`config.mk`:
```
export PLATFORM = sky130hd
export DESIGN_NAME = consensus_quorum_tracker_top
export DESIGN_NICKNAME = d
export VERILOG_FILES = /design/src/hw/rtl/cqt_pkg.sv /design/src/hw/rtl/cqt_ram.sv /design/src/hw/rtl/cqt_divider.sv /design/src/hw/rtl/consensus_quorum_tracker_top.sv
export SDC_FILE = /design/constraint.sdc
export NUM_CORES = 2
export LEC_CHECK = 0
export BUFFER_PORTS_ARGS = -buffer_cell sky130_fd_sc_hd__buf_2
export CORE_UTILIZATION = 50
export DETAILED_ROUTE_END_ITERATION = 10
export PLACE_DENSITY = 0.71
export SYNTH_ARGS = -nofsm -noshare
export SYNTH_HDL_FRONTEND = slang
export SYNTH_HIERARCHICAL = 1
export SYNTH_SLANG_ARGS = --single-unit
```
`constraint.sdc`:
```
create_clock -name clk_i -period 10.1 [get_ports clk_i]
set_input_delay 2.02 -clock clk_i [delete_from_list [all_inputs] [get_ports clk_i]]
set_output_delay 2.02 -clock clk_i [all_outputs]
set_load 0.02 [all_outputs]
```
`src/hw/rtl/cqt_pkg.sv`:
```
package cqt_pkg;

  // Sizing of the node and of its pending-proposal table.
  localparam int unsigned MaxNodes   = 16;
  localparam int unsigned TableDepth = 16;

  // Field widths fixed by the message format.
  localparam int unsigned WordW   = 32;
  localparam int unsigned NodeW   = 4;
  localparam int unsigned NodesW  = 5;
  localparam int unsigned AckW    = 5;
  localparam int unsigned ActW    = 4;
  localparam int unsigned OpW     = 2;
  localparam int unsigned CfgIdxW = 2;

  // Table addressing.
  localparam int unsigned SlotW  = (TableDepth > 1) ? $clog2(TableDepth) : 1;
  localparam int unsigned EntryW = 2 * WordW + AckW;

  // Remainder unit: quotient bits retired per cycle and steps per pass.
  localparam int unsigned DigitBits = 4;
  localparam int unsigned DivSteps  = WordW / DigitBits;
  localparam int unsigned CntW      = (DivSteps > 1) ? $clog2(DivSteps) : 1;

  // Register reset values.
  localparam logic [WordW-1:0]  ProposeReset = WordW'(42);
  localparam logic [NodesW-1:0] NodesReset   = NodesW'(1);

  typedef enum logic [OpW-1:0] {
    OP_TICK     = 2'd0,
    OP_PROPOSAL = 2'd1,
    OP_ACCEPT   = 2'd2,
    OP_DECISION = 2'd3
  } op_e;

  typedef enum logic [ActW-1:0] {
    ACT_IDLE              = 4'd0,
    ACT_BCAST_PROPOSAL    = 4'd1,
    ACT_SEND_ACCEPT       = 4'd2,
    ACT_ACK_COUNTED       = 4'd3,
    ACT_BCAST_DECISION    = 4'd4,
    ACT_DECISION_RECORDED = 4'd5,
    ACT_DROP_PROPOSER     = 4'd6,
    ACT_DROP_TARGET       = 4'd7,
    ACT_DROP_UNKNOWN      = 4'd8
  } action_e;

  typedef enum logic [CfgIdxW-1:0] {
    CFG_NODE_ID       = 2'd0,
    CFG_NUM_NODES     = 2'd1,
    CFG_PROPOSE_VALUE = 2'd2
  } cfg_idx_e;

  // Results of one pass of the remainder unit.
  typedef struct packed {
    logic [NodesW-1:0] turn;
    logic [SlotW-1:0]  slot;
  } div_res_t;

  // One pending proposal as held in the table memory.
  typedef struct packed {
    logic [WordW-1:0] id;
    logic [WordW-1:0] value;
    logic [AckW-1:0]  acks;
  } entry_t;

endpackage

```
`src/hw/rtl/cqt_ram.sv`:
```
module cqt_ram #(
  parameter int unsigned Width = 8,
  parameter int unsigned Depth = 16
) (
  input  logic                                         clk_i,
  input  logic                                         we_i,
  input  logic [((Depth > 1) ? $clog2(Depth) : 1)-1:0] waddr_i,
  input  logic [Width-1:0]                             wdata_i,
  input  logic                                         re_i,
  input  logic [((Depth > 1) ? $clog2(Depth) : 1)-1:0] raddr_i,
  output logic [Width-1:0]                             rdata_o
);

  logic [Width-1:0] mem_q [Depth];
  logic [Width-1:0] rdata_q;

  // One write port and one registered read port.
  always_ff @(posedge clk_i) begin
    if (we_i) begin
      mem_q[waddr_i] <= wdata_i;
    end
    if (re_i) begin
      rdata_q <= mem_q[raddr_i];
    end
  end

  assign rdata_o = rdata_q;

endmodule

```
`src/hw/rtl/cqt_divider.sv`:
```
module cqt_divider (
  input  logic                           clk_i,
  input  logic                           rst_ni,
  input  logic                           start_i,
  input  logic [cqt_pkg::WordW-1:0]      now_i,
  input  logic [cqt_pkg::WordW-1:0]      key_i,
  input  logic [cqt_pkg::NodesW-1:0]     nodes_i,
  output logic                           done_o,
  output cqt_pkg::div_res_t              res_o
);

  localparam int unsigned NW = cqt_pkg::NodesW;
  localparam int unsigned SW = cqt_pkg::SlotW;
  localparam int unsigned WW = cqt_pkg::WordW;
  localparam int unsigned DB = cqt_pkg::DigitBits;

  logic                         busy_q, busy_d;
  logic [cqt_pkg::CntW-1:0]     cnt_q, cnt_d;
  logic [WW-1:0]                now_q, now_d;
  logic [WW-1:0]                key_q, key_d;
  logic [NW-1:0]                turn_q, turn_d;
  logic [SW-1:0]                slot_q, slot_d;
  logic                         last;

  assign last = (cnt_q == cqt_pkg::CntW'(cqt_pkg::DivSteps - 1));

  // Two remainder lanes share the sequencing: time by cluster size and
  // proposal id by table depth. Each cycle retires DigitBits dividend bits
  // with a restoring compare and subtract per bit.
  always_comb begin
    logic [NW:0] r1;
    logic [SW:0] r2;
    r1     = {1'b0, turn_q};
    r2     = {1'b0, slot_q};
    busy_d = busy_q;
    cnt_d  = cnt_q;
    now_d  = now_q;
    key_d  = key_q;
    for (int i = 0; i < DB; i++) begin
      r1 = {r1[NW-1:0], now_q[WW-1-i]};
      if (r1 >= {1'b0, nodes_i}) begin
        r1 = r1 - {1'b0, nodes_i};
      end
      r2 = {r2[SW-1:0], key_q[WW-1-i]};
      if (r2 >= (SW+1)'(cqt_pkg::TableDepth)) begin
        r2 = r2 - (SW+1)'(cqt_pkg::TableDepth);
      end
    end
    turn_d = turn_q;
    slot_d = slot_q;
    if (start_i) begin
      busy_d = 1'b1;
      cnt_d  = '0;
      now_d  = now_i;
      key_d  = key_i;
      turn_d = '0;
      slot_d = '0;
    end else if (busy_q) begin
      cnt_d  = cnt_q + 1'b1;
      now_d  = now_q << DB;
      key_d  = key_q << DB;
      turn_d = r1[NW-1:0];
      slot_d = r2[SW-1:0];
      if (last) begin
        busy_d = 1'b0;
      end
    end
  end

  // Control state.
  always_ff @(posedge clk_i or negedge rst_ni) begin
    if (!rst_ni) begin
      busy_q <= 1'b0;
      cnt_q  <= '0;
    end else begin
      busy_q <= busy_d;
      cnt_q  <= cnt_d;
    end
  end

  // Operand and partial remainder registers.
  always_ff @(posedge clk_i) begin
    now_q  <= now_d;
    key_q  <= key_d;
    turn_q <= turn_d;
    slot_q <= slot_d;
  end

  assign done_o     = busy_q && last;
  assign res_o.turn = turn_q;
  assign res_o.slot = slot_q;

endmodule

```
`src/hw/rtl/consensus_quorum_tracker_top.sv`:
```
// Quorum tracker for one node of a rotating-leader consensus cluster. Each
// accepted beat is a tick, a proposal, an accept or a decision and yields
// exactly one result beat. A new item is taken only once the last one has
// loaded its result into the output register. On the way there an item
// passes through the shared remainder unit, which retires four bits per
// cycle of both now_ms mod the cluster size and the proposal id (for a
// tick, the next id) mod the table depth, then the registered read of the
// pending-proposal table, and last the step that updates the table and
// loads the result. in_stall_o stays high while an item is in
// work; a finished result may wait in the output register while the next
// item is taken. Pending-entry valid bits live in flip-flops cleared by
// reset, so there is no clearing pass. The configuration port is always
// ready and is to be written only while the block is idle.
module consensus_quorum_tracker_top (
  input  logic                              clk_i,
  input  logic                              rst_ni,
  // Configuration write channel.
  input  logic                              cfg_valid_i,
  output logic                              cfg_ready_o,
  input  logic [cqt_pkg::CfgIdxW-1:0]       cfg_index_i,
  input  logic [cqt_pkg::WordW-1:0]         cfg_data_i,
  // Input channel.
  input  logic                              in_valid_i,
  output logic                              in_stall_o,
  input  logic [cqt_pkg::OpW-1:0]           operation_i,
  input  logic [cqt_pkg::WordW-1:0]         now_ms_i,
  input  logic [cqt_pkg::NodeW-1:0]         sender_id_i,
  input  logic [cqt_pkg::NodeW-1:0]         target_node_i,
  input  logic [cqt_pkg::WordW-1:0]         msg_proposal_id_i,
  input  logic [cqt_pkg::WordW-1:0]         msg_value_i,
  input  logic [cqt_pkg::WordW-1:0]         msg_time_i,
  // Output channel.
  output logic                              out_valid_o,
  input  logic                              out_stall_i,
  output logic [cqt_pkg::ActW-1:0]          action_o,
  output logic [cqt_pkg::NodeW-1:0]         dest_node_o,
  output logic [cqt_pkg::WordW-1:0]         out_proposal_id_o,
  output logic [cqt_pkg::WordW-1:0]         out_value_o,
  output logic [cqt_pkg::WordW-1:0]         stamp_ms_o,
  output logic [cqt_pkg::AckW-1:0]          ack_total_o,
  output logic                              entry_found_o
);

  localparam int unsigned WW = cqt_pkg::WordW;
  localparam int unsigned NW = cqt_pkg::NodeW;
  localparam int unsigned SW = cqt_pkg::SlotW;
  localparam int unsigned AW = cqt_pkg::AckW;

  typedef enum logic [3:0] {
    S_IDLE = 4'b0001,
    S_DIV  = 4'b0010,
    S_READ = 4'b0100,
    S_EXEC = 4'b1000
  } state_e;

  state_e state_q, state_d;

  // Configuration registers.
  logic [NW-1:0]               node_id_q;
  logic [cqt_pkg::NodesW-1:0]  num_nodes_q;
  logic [WW-1:0]               propose_value_q;

  // Protocol state.
  logic [WW-1:0]                  next_id_q, next_id_d;
  logic [cqt_pkg::TableDepth-1:0] slot_valid_q, slot_valid_d;

  // Captured item.
  cqt_pkg::op_e  op_q;
  logic [WW-1:0] now_q, mid_q, mval_q, mtime_q;
  logic [NW-1:0] sender_q, target_q;

  // Output register.
  logic                       out_valid_q;
  logic [cqt_pkg::ActW-1:0]   action_q, action_d;
  logic [NW-1:0]              dest_q, dest_d;
  logic [WW-1:0]              pid_q, pid_d;
  logic [WW-1:0]              val_q, val_d;
  logic [WW-1:0]              stamp_q, stamp_d;
  logic [AW-1:0]              acks_q, acks_d;
  logic                       found_q, found_d;

  logic                       in_fire, fire;
  logic [cqt_pkg::NodesW-1:0] nodes;
  logic                       div_done;
  cqt_pkg::div_res_t          div_res;
  logic [WW-1:0]              div_key;
  cqt_pkg::entry_t            rd_entry, wr_entry;
  logic [cqt_pkg::EntryW-1:0] ram_rdata;
  logic                       wr_req;

  assign cfg_ready_o = 1'b1;
  assign in_stall_o  = (state_q != S_IDLE);
  assign in_fire     = in_valid_i && (state_q == S_IDLE);
  assign fire        = (state_q == S_EXEC) && (!out_valid_q || !out_stall_i);

  // Effective cluster size: zero counts as one, the top is clamped.
  always_comb begin
    if (num_nodes_q == '0) begin
      nodes = cqt_pkg::NodesW'(1);
    end else if (32'(num_nodes_q) > 32'(cqt_pkg::MaxNodes)) begin
      nodes = cqt_pkg::NodesW'(cqt_pkg::MaxNodes);
    end else begin
      nodes = num_nodes_q;
    end
  end

  // A tick works on the slot of the next id, messages on the carried id.
  assign div_key = (cqt_pkg::op_e'(operation_i) == cqt_pkg::OP_TICK) ? next_id_q
                                                                     : msg_proposal_id_i;

  cqt_divider u_divider (
    .clk_i   (clk_i),
    .rst_ni  (rst_ni),
    .start_i (in_fire),
    .now_i   (now_ms_i),
    .key_i   (div_key),
    .nodes_i (nodes),
    .done_o  (div_done),
    .res_o   (div_res)
  );

  cqt_ram #(
    .Width (cqt_pkg::EntryW),
    .Depth (cqt_pkg::TableDepth)
  ) u_table (
    .clk_i   (clk_i),
    .we_i    (fire && wr_req),
    .waddr_i (div_res.slot),
    .wdata_i (wr_entry),
    .re_i    (state_q == S_READ),
    .raddr_i (div_res.slot),
    .rdata_o (ram_rdata)
  );

  assign rd_entry = cqt_pkg::entry_t'(ram_rdata);

  // Sequencer.
  always_comb begin
    state_d = state_q;
    unique case (state_q)
      S_IDLE: if (in_valid_i) state_d = S_DIV;
      S_DIV:  if (div_done) state_d = S_READ;
      S_READ: state_d = S_EXEC;
      S_EXEC: if (fire) state_d = S_IDLE;
      default: state_d = S_IDLE;
    endcase
  end

  // Protocol step: decide the action and the table update for this item.
  always_comb begin
    logic          match;
    logic          my_turn;
    logic          sender_turn;
    logic [AW-1:0] acks_inc;
    match       = slot_valid_q[div_res.slot] && (rd_entry.id == mid_q);
    my_turn     = ({1'b0, node_id_q} == div_res.turn);
    sender_turn = ({1'b0, sender_q} == div_res.turn);
    acks_inc    = rd_entry.acks + AW'(1);

    action_d     = cqt_pkg::ACT_IDLE;
    dest_d       = '0;
    pid_d        = '0;
    val_d        = '0;
    stamp_d      = '0;
    acks_d       = '0;
    found_d      = 1'b0;
    next_id_d    = next_id_q;
    slot_valid_d = slot_valid_q;
    wr_req       = 1'b0;
    wr_entry     = rd_entry;

    unique case (op_q)
      cqt_pkg::OP_TICK: begin
        if (my_turn) begin
          action_d                   = cqt_pkg::ACT_BCAST_PROPOSAL;
          pid_d                      = next_id_q;
          val_d                      = propose_value_q;
          stamp_d                    = now_q;
          next_id_d                  = next_id_q + WW'(1);
          slot_valid_d[div_res.slot] = 1'b1;
          wr_req                     = 1'b1;
          wr_entry.id                = next_id_q;
          wr_entry.value             = propose_value_q;
          wr_entry.acks              = '0;
        end
      end
      cqt_pkg::OP_PROPOSAL: begin
        pid_d = mid_q;
        if (!sender_turn) begin
          action_d = cqt_pkg::ACT_DROP_PROPOSER;
        end else begin
          action_d = cqt_pkg::ACT_SEND_ACCEPT;
          dest_d   = sender_q;
          val_d    = mval_q;
          stamp_d  = now_q;
        end
      end
      cqt_pkg::OP_ACCEPT: begin
        pid_d = mid_q;
        if (target_q != node_id_q) begin
          action_d = cqt_pkg::ACT_DROP_TARGET;
        end else if (!match) begin
          action_d = cqt_pkg::ACT_DROP_UNKNOWN;
        end else begin
          acks_d        = acks_inc;
          val_d         = rd_entry.value;
          wr_req        = 1'b1;
          wr_entry.acks = acks_inc;
          // Quorum is half the cluster, rounded down.
          if (acks_inc >= (nodes >> 1)) begin
            action_d                   = cqt_pkg::ACT_BCAST_DECISION;
            stamp_d                    = now_q;
            slot_valid_d[div_res.slot] = 1'b0;
          end else begin
            action_d = cqt_pkg::ACT_ACK_COUNTED;
          end
        end
      end
      cqt_pkg::OP_DECISION: begin
        action_d = cqt_pkg::ACT_DECISION_RECORDED;
        pid_d    = mid_q;
        val_d    = mval_q;
        stamp_d  = mtime_q;
        if (match) begin
          slot_valid_d[div_res.slot] = 1'b0;
          found_d                    = 1'b1;
        end
      end
      default: begin
        action_d = cqt_pkg::ACT_IDLE;
      end
    endcase
  end

  // Control state, configuration and protocol state.
  always_ff @(posedge clk_i or negedge rst_ni) begin
    if (!rst_ni) begin
      state_q         <= S_IDLE;
      node_id_q       <= '0;
      num_nodes_q     <= cqt_pkg::NodesReset;
      propose_value_q <= cqt_pkg::ProposeReset;
      next_id_q       <= '0;
      slot_valid_q    <= '0;
      out_valid_q     <= 1'b0;
    end else begin
      state_q <= state_d;
      if (cfg_valid_i) begin
        priority if (cfg_index_i == cqt_pkg::CFG_NODE_ID) begin
          node_id_q <= cfg_data_i[NW-1:0];
        end else if (cfg_index_i == cqt_pkg::CFG_NUM_NODES) begin
          num_nodes_q <= cfg_data_i[cqt_pkg::NodesW-1:0];
        end else if (cfg_index_i == cqt_pkg::CFG_PROPOSE_VALUE) begin
          propose_value_q <= cfg_data_i;
        end else begin
          node_id_q <= node_id_q;
        end
      end
      if (fire) begin
        next_id_q    <= next_id_d;
        slot_valid_q <= slot_valid_d;
        out_valid_q  <= 1'b1;
      end else if (!out_stall_i) begin
        out_valid_q <= 1'b0;
      end
    end
  end

  // Item capture and result payload.
  always_ff @(posedge clk_i) begin
    if (in_fire) begin
      op_q     <= cqt_pkg::op_e'(operation_i);
      now_q    <= now_ms_i;
      sender_q <= sender_id_i;
      target_q <= target_node_i;
      mid_q    <= msg_proposal_id_i;
      mval_q   <= msg_value_i;
      mtime_q  <= msg_time_i;
    end
    if (fire) begin
      action_q <= action_d;
      dest_q   <= dest_d;
      pid_q    <= pid_d;
      val_q    <= val_d;
      stamp_q  <= stamp_d;
      acks_q   <= acks_d;
      found_q  <= found_d;
    end
  end

  assign out_valid_o       = out_valid_q;
  assign action_o          = action_q;
  assign dest_node_o       = dest_q;
  assign out_proposal_id_o = pid_q;
  assign out_value_o       = val_q;
  assign stamp_ms_o        = stamp_q;
  assign ack_total_o       = acks_q;
  assign entry_found_o     = found_q;

endmodule

```
# Yosys cells after proc, flatten, opt, wreduce, memory -nomap -nowiden
# Memory sizes are Yosys's and may differ from the RTL's. A register that Yosys moved wholly into a read port is not among the register bits.
# Cells that the tools add are included.
# totals
reg_bits	419
ram_bits	1104
in_bits	177
n_memories	1
# classes
add_sub_neg	11
n_lt_le_gt_ge	12
eq_ne	24
mux	66
n_bitwise	7
n_reduce_logical	24
# mem_list
memory	words	word_bits	read_ports	rd_ports_with_merged_regs	write_ports	line	rtl
u_table.mem_q	16	69	1	1	1	cqt_ram.sv:14	logic [Width-1:0] mem_q [Depth];
# op_table
op	n
2-to-1 mux 32 bit	15
case mux 32 bit (4 select lines)	2
2-to-1 mux 16 bit	5
2-to-1 mux 69 bit	1
2-to-1 mux 64 bit	1
case mux 32 bit (2 select lines)	1
case mux 16 bit (3 select lines)	1
2-to-1 mux 5 bit	8
2-to-1 mux 4 bit	9
adder 32 x 1 -> 32 bit, second input constant	1
== test 32 bit	1
case mux 4 bit (4 select lines)	2
>= comparator 6 x 5 -> 1 bit	4
>= comparator 5 bit, second input constant	4
subtractor 5 bit	4
AND 16 bit	1
inequality test 2 bit, second input constant	8
NOT 16 bit	1
bitwise OR 16 bit	1
subtractor 4 x 1 -> 4 bit, second input constant	4
2-to-1 mux 1 bit	13
2-to-1 mux 3 bit	4
== test 4 x 5 -> 1 bit	2
case mux 5 bit (2 select lines)	1
other kinds (32)	50

# Depth between registers and ports, before layout
# logic_depth
ltp_word	11
depth_mapped	33

# By module
# The synthesis kept the hierarchy.
# by_module_without_submodules
module	n_inst	cells_per_inst	area_per_inst_um2	seq_area_each_um2
cqt_ram	1	1776	43400.4	35223.8
consensus_quorum_tracker_top	1	1155	14941.8	9805.7
cqt_divider	1	305	4181.5	2202.1

# Worst setup path before layout
# OpenSTA, ideal clock, no wires.
# synth_timing
kind	input to register
startpoint	input in_valid_i
endpoint	register u_divider.key_q[0] (enable)
t_arrival_ps	9371
t_required_ps	9706
setup_slack_ps	334
path_stages	5
path_buffers	2
path_cell_list	inv_1 -> nor2_1 -> clkbuf_1 -> clkbuf_1 -> or2_2
# synth_between
elab_chain_len	2
# synth_lines
item	line	rtl
from (decl)	consensus_quorum_tracker_top.sv:23	input logic in_valid_i,
logical AND 1 bit	consensus_quorum_tracker_top.sv:93	assign in_fire = in_valid_i && (state_q == S_IDLE);
net in_fire	consensus_quorum_tracker_top.sv:82	logic in_fire, fire;
nonzero test 2 bit (no source line)	-	
to (signal assigned)	cqt_divider.sv:84	key_q <= key_d;
to (decl)	cqt_divider.sv:20	logic [WW-1:0] key_q, key_d;
# The timed path passes the listed nets, and every way through them passes these cells.
# A chain may end at the register's enable or synchronous reset.

# Final worst setup path
# layout_timing
startpoint	register num_nodes_q[4] (netlist name)
endpoint	register u_divider.turn_q[3]
# layout_between
elab_chain_len	11
word_cells_on_any_way	16
cone_classes	4 x add/sub; 5 x order compare; 6 x mux; 1 x reduce/logical
# layout_lines
item	line	rtl
from (decl)	consensus_quorum_tracker_top.sv:60	logic [cqt_pkg::NodesW-1:0] num_nodes_q;
from (signal assigned)	consensus_quorum_tracker_top.sv:240	num_nodes_q <= cqt_pkg::NodesReset;
from (signal assigned)	consensus_quorum_tracker_top.sv:251	num_nodes_q <= cfg_data_i[cqt_pkg::NodesW-1:0];
greater-than comparator 5 bit	consensus_quorum_tracker_top.sv:100	end else if (32'(num_nodes_q) > 32'(cqt_pkg::MaxNodes)) begin
2-to-1 mux 5 bit	consensus_quorum_tracker_top.sv:100	
2-to-1 mux 5 bit *	consensus_quorum_tracker_top.sv:98	if (num_nodes_q == '0) begin
net nodes (one bit)	consensus_quorum_tracker_top.sv:83	logic [cqt_pkg::NodesW-1:0] nodes;
subtractor 5 bit or >= comparator 6 x 5 -> 1 bit (tied branches)	cqt_divider.sv:42, cqt_divider.sv:41	
2-to-1 mux 5 bit	cqt_divider.sv:41	if (r1 >= {1'b0, nodes_i}) begin
subtractor 5 bit or >= comparator 6 x 5 -> 1 bit (tied branches)	cqt_divider.sv:42, cqt_divider.sv:41	
2-to-1 mux 5 bit	cqt_divider.sv:41	
subtractor 5 bit or >= comparator 6 x 5 -> 1 bit (tied branches)	cqt_divider.sv:42, cqt_divider.sv:41	
2-to-1 mux 5 bit	cqt_divider.sv:41	
>= comparator 6 x 5 -> 1 bit or subtractor 5 bit (tied branches)	cqt_divider.sv:41, cqt_divider.sv:42	
2-to-1 mux 5 bit *	cqt_divider.sv:41	
to (signal assigned)	cqt_divider.sv:85	turn_q <= turn_d;
to (decl)	cqt_divider.sv:21	logic [NW-1:0] turn_q, turn_d;
# Mark *: on every way through the listed nets, which the timed path passes. The rest lies on a longest branch.

==> out/results.ini <==
[detailed_routing]
num_vias = 31900
detail_route.wl_per_cell_um = 27.1
drt_iter0_drc = 3677
vias_per_cell = 5.94
firstDrtPassIters = 8
ant_nets = 0
wl_mm = 145
drt_drc_violations_left = 66

[cts]
root_buffer = clkbuf_16
cts_sinks = 1592
cts_buffer_depth = 3
cts_tree = built
worst_skew_pair.late_latency_ps = 780
post_cts_resized = 0
post-cts-setup-buffers = 0
clk_pin_slew_ps = 60
hold_buffers = 0
numCtsBuffers = 155
htree_levels = 4

[timing]
fin_ws_ps = 1700
finalHoldViolCount = 0
finalSetupTns_ps = 0
setup_viol = 0
slew_viol_final = 0
period_needed_ps = 8400
rsz0062_at_grt = no
period_share = 0.832
clock_skew_ps = 34.3
worst_slew_pin_slew_ps = 1200
max_slew_margin = 0.200
fmax_mhz = 119

[flow_run]
cap_violations = 0

[synthesis]
yosysSeqAreaShare = 0.755
syn_nets = 3445
ys_warn_count = 6
ys_ff_latch = 1592
synth-edff-count = 1485
synthCells = 3236
synth_top_cell_area_share = 0.713
synth-async-reset-ratio = 0.0616
ys_top_cells_by_area = edfxtp_1 71%, mux4_2 10%, dfrtp_1 3.7%
synth_top_area_cell = edfxtp_1
avgSynthCellArea_um2 = 19.3
ys.flop_type = edfxtp_1
syn_area_um2 = 62500
yosysUniqueCellTypes = 78

[global_route]
grt_start_max_net_pins = 165
grt.total_usage = 0.231
grt_pass1_wl_mm = 214
overflow = 0
first_global_vias = 32600
antenna_found_initial = 2

[floorplanning]
rows = 129
fp.dieW_um = 356
start_util = 0.505
die_h_um = 356
io-pin-count = 290
die_area_um2 = 126000
design.core.area_um2 = 124000

[worst_setup_path]
critPathTopFamily = compound AO/OA/AOI/OAI gates
arrival_ps = 9070
crit_path_start_kind = flip-flop
crit_path_max_incr_delay_ps = 540
worstPathMaxFanout = 8
critPathSlowestCell = fa_1
path_class = reg2reg
crit_path_end_kind = flip-flop
path_buf_inv = 1
cp.required_ps = 10760

[layout]
layout-area-overhead-vs-synth_pct = 13.3
final_cells = 5358
mostFrequentLayoutCell = edfxtp_1
multiInputGateArea_um2 = 14300
nets = 3810
antenna_cells = 0
final_core_util = 0.572
fill_cells = 8992
regMostFlops = u_table/mem_q
ff_latch_area_um2 = 47200
layout-drive-gt1-share = 0.285
largest_reg_flops = 1104
mostFrequentLayoutCells = 1485 x edfxtp_1, 344 x nand2_1, 287 x buf_2

[status]
outcome = finished with violations
violations = DRC

[placement]
place_ws_ps = 1770
hpwlAfterDp_mm = 80.6
routabilityCongestion = 0.787
portBuffers = 288
place_inst = 5081

[min_path]
min_path_type = reg2reg

[pwr]
power_mw = 18.7
p_leak_nw = 24.2
peakVddDrop_v = 0.000360
power_density_nw_per_um2 = 264

-- worst reg2reg max path, delay by kind of cell, from the launching register on --
| family | cells | cell delay, ps |
|---|---|---|
| adders and majority gates | 4 | 1610 |
| AOI/OAI and AO/OA | 15 | 3170 |
| muxes | 4 | 1690 |
| DFF | 1 | 420 |
| buffers and inverters | 1 | 300 |
| and+or+nand+nor | 4 | 1130 |
-- power breakdown --
group	switching, mW	internal (mW)	total, mW
logic	2.76	2.32	5.08
clock network	2.39	3.19	5.57
registers	0.277	7.75	8.03
total	5.43	13.3	18.7
-- final cells by class --
class                   count  area share
multi-input cells        1406       0.202
flip-flops and latches   1592       0.667
repair buffers            362      0.0289
well taps                1637      0.0289
clock buffers             191      0.0585
inverters                  84     0.00452
clock inverters            86      0.0101
-- final timing paths --
check	start	to	slack (ps)	cells after the start
min	flip-flop	flip-flop	500	2
max reg2reg	num_nodes_q[4]$_DFFE_PN0P_	u_divider/turn_q[3]$_SDFFE_PP0P_	1700	28
max in group asynchronous	rst_ni	next_id_q[5]$_DFFE_PN0P_	7410	2
min in group asynchronous	rst_ni	propose_value_q[9]$_DFFE_PN0P_	1430	1
max	num_nodes_q[4]$_DFFE_PN0P_	u_divider/turn_q[3]$_SDFFE_PP0P_	1700	28
min reg2reg	flip-flop	flip-flop	500	2
-- metrics by stage --
stage | hold WS (ps) | instance area [um^2]
after floorplan | 456 | 62500
after global placement | 468 | 66000
after detailed placement | 483 | 66000
after CTS | 497 | 70800
after global routing | 513 | 70800
final | 497 | 70800
-- logic make-up after synthesis --
logic type / share of synthesized area
buffers and inverters: 0.0183
other: 0.0000600
adder cells (fa/ha/maj): 0.00688
AO/OA/AOI/OAI: 0.0384
AND/OR/NAND/NOR: 0.0388
XOR/XNOR: 0.0127
flip-flops: 0.755
multiplexers: 0.129
-- synthesized netlist by cell type, types with 22 or more instances --
cell type	number
buf_2	35
inv_1	83
dfrtp_1	93
o21ai_1	27
mux2i_1	22
nand3_1	22
xnor2_1	71
a22o_1	33
o21ai_0	22
ha_1	28
nor2_1	51
nand2_1	344
mux2_2	137
edfxtp_1	1485
clkbuf_1	69
mux4_2	277
a22oi_1	151
-- routing by layer --
layer / wire, um / GRT usage
met5: 17 / 0
met3: 11700 / 0.0438
met4: 3500 / 0.0710
met1: 57100 / 0.310
met2: 72800 / 0.385
Power figures use the tool's default switching activity.
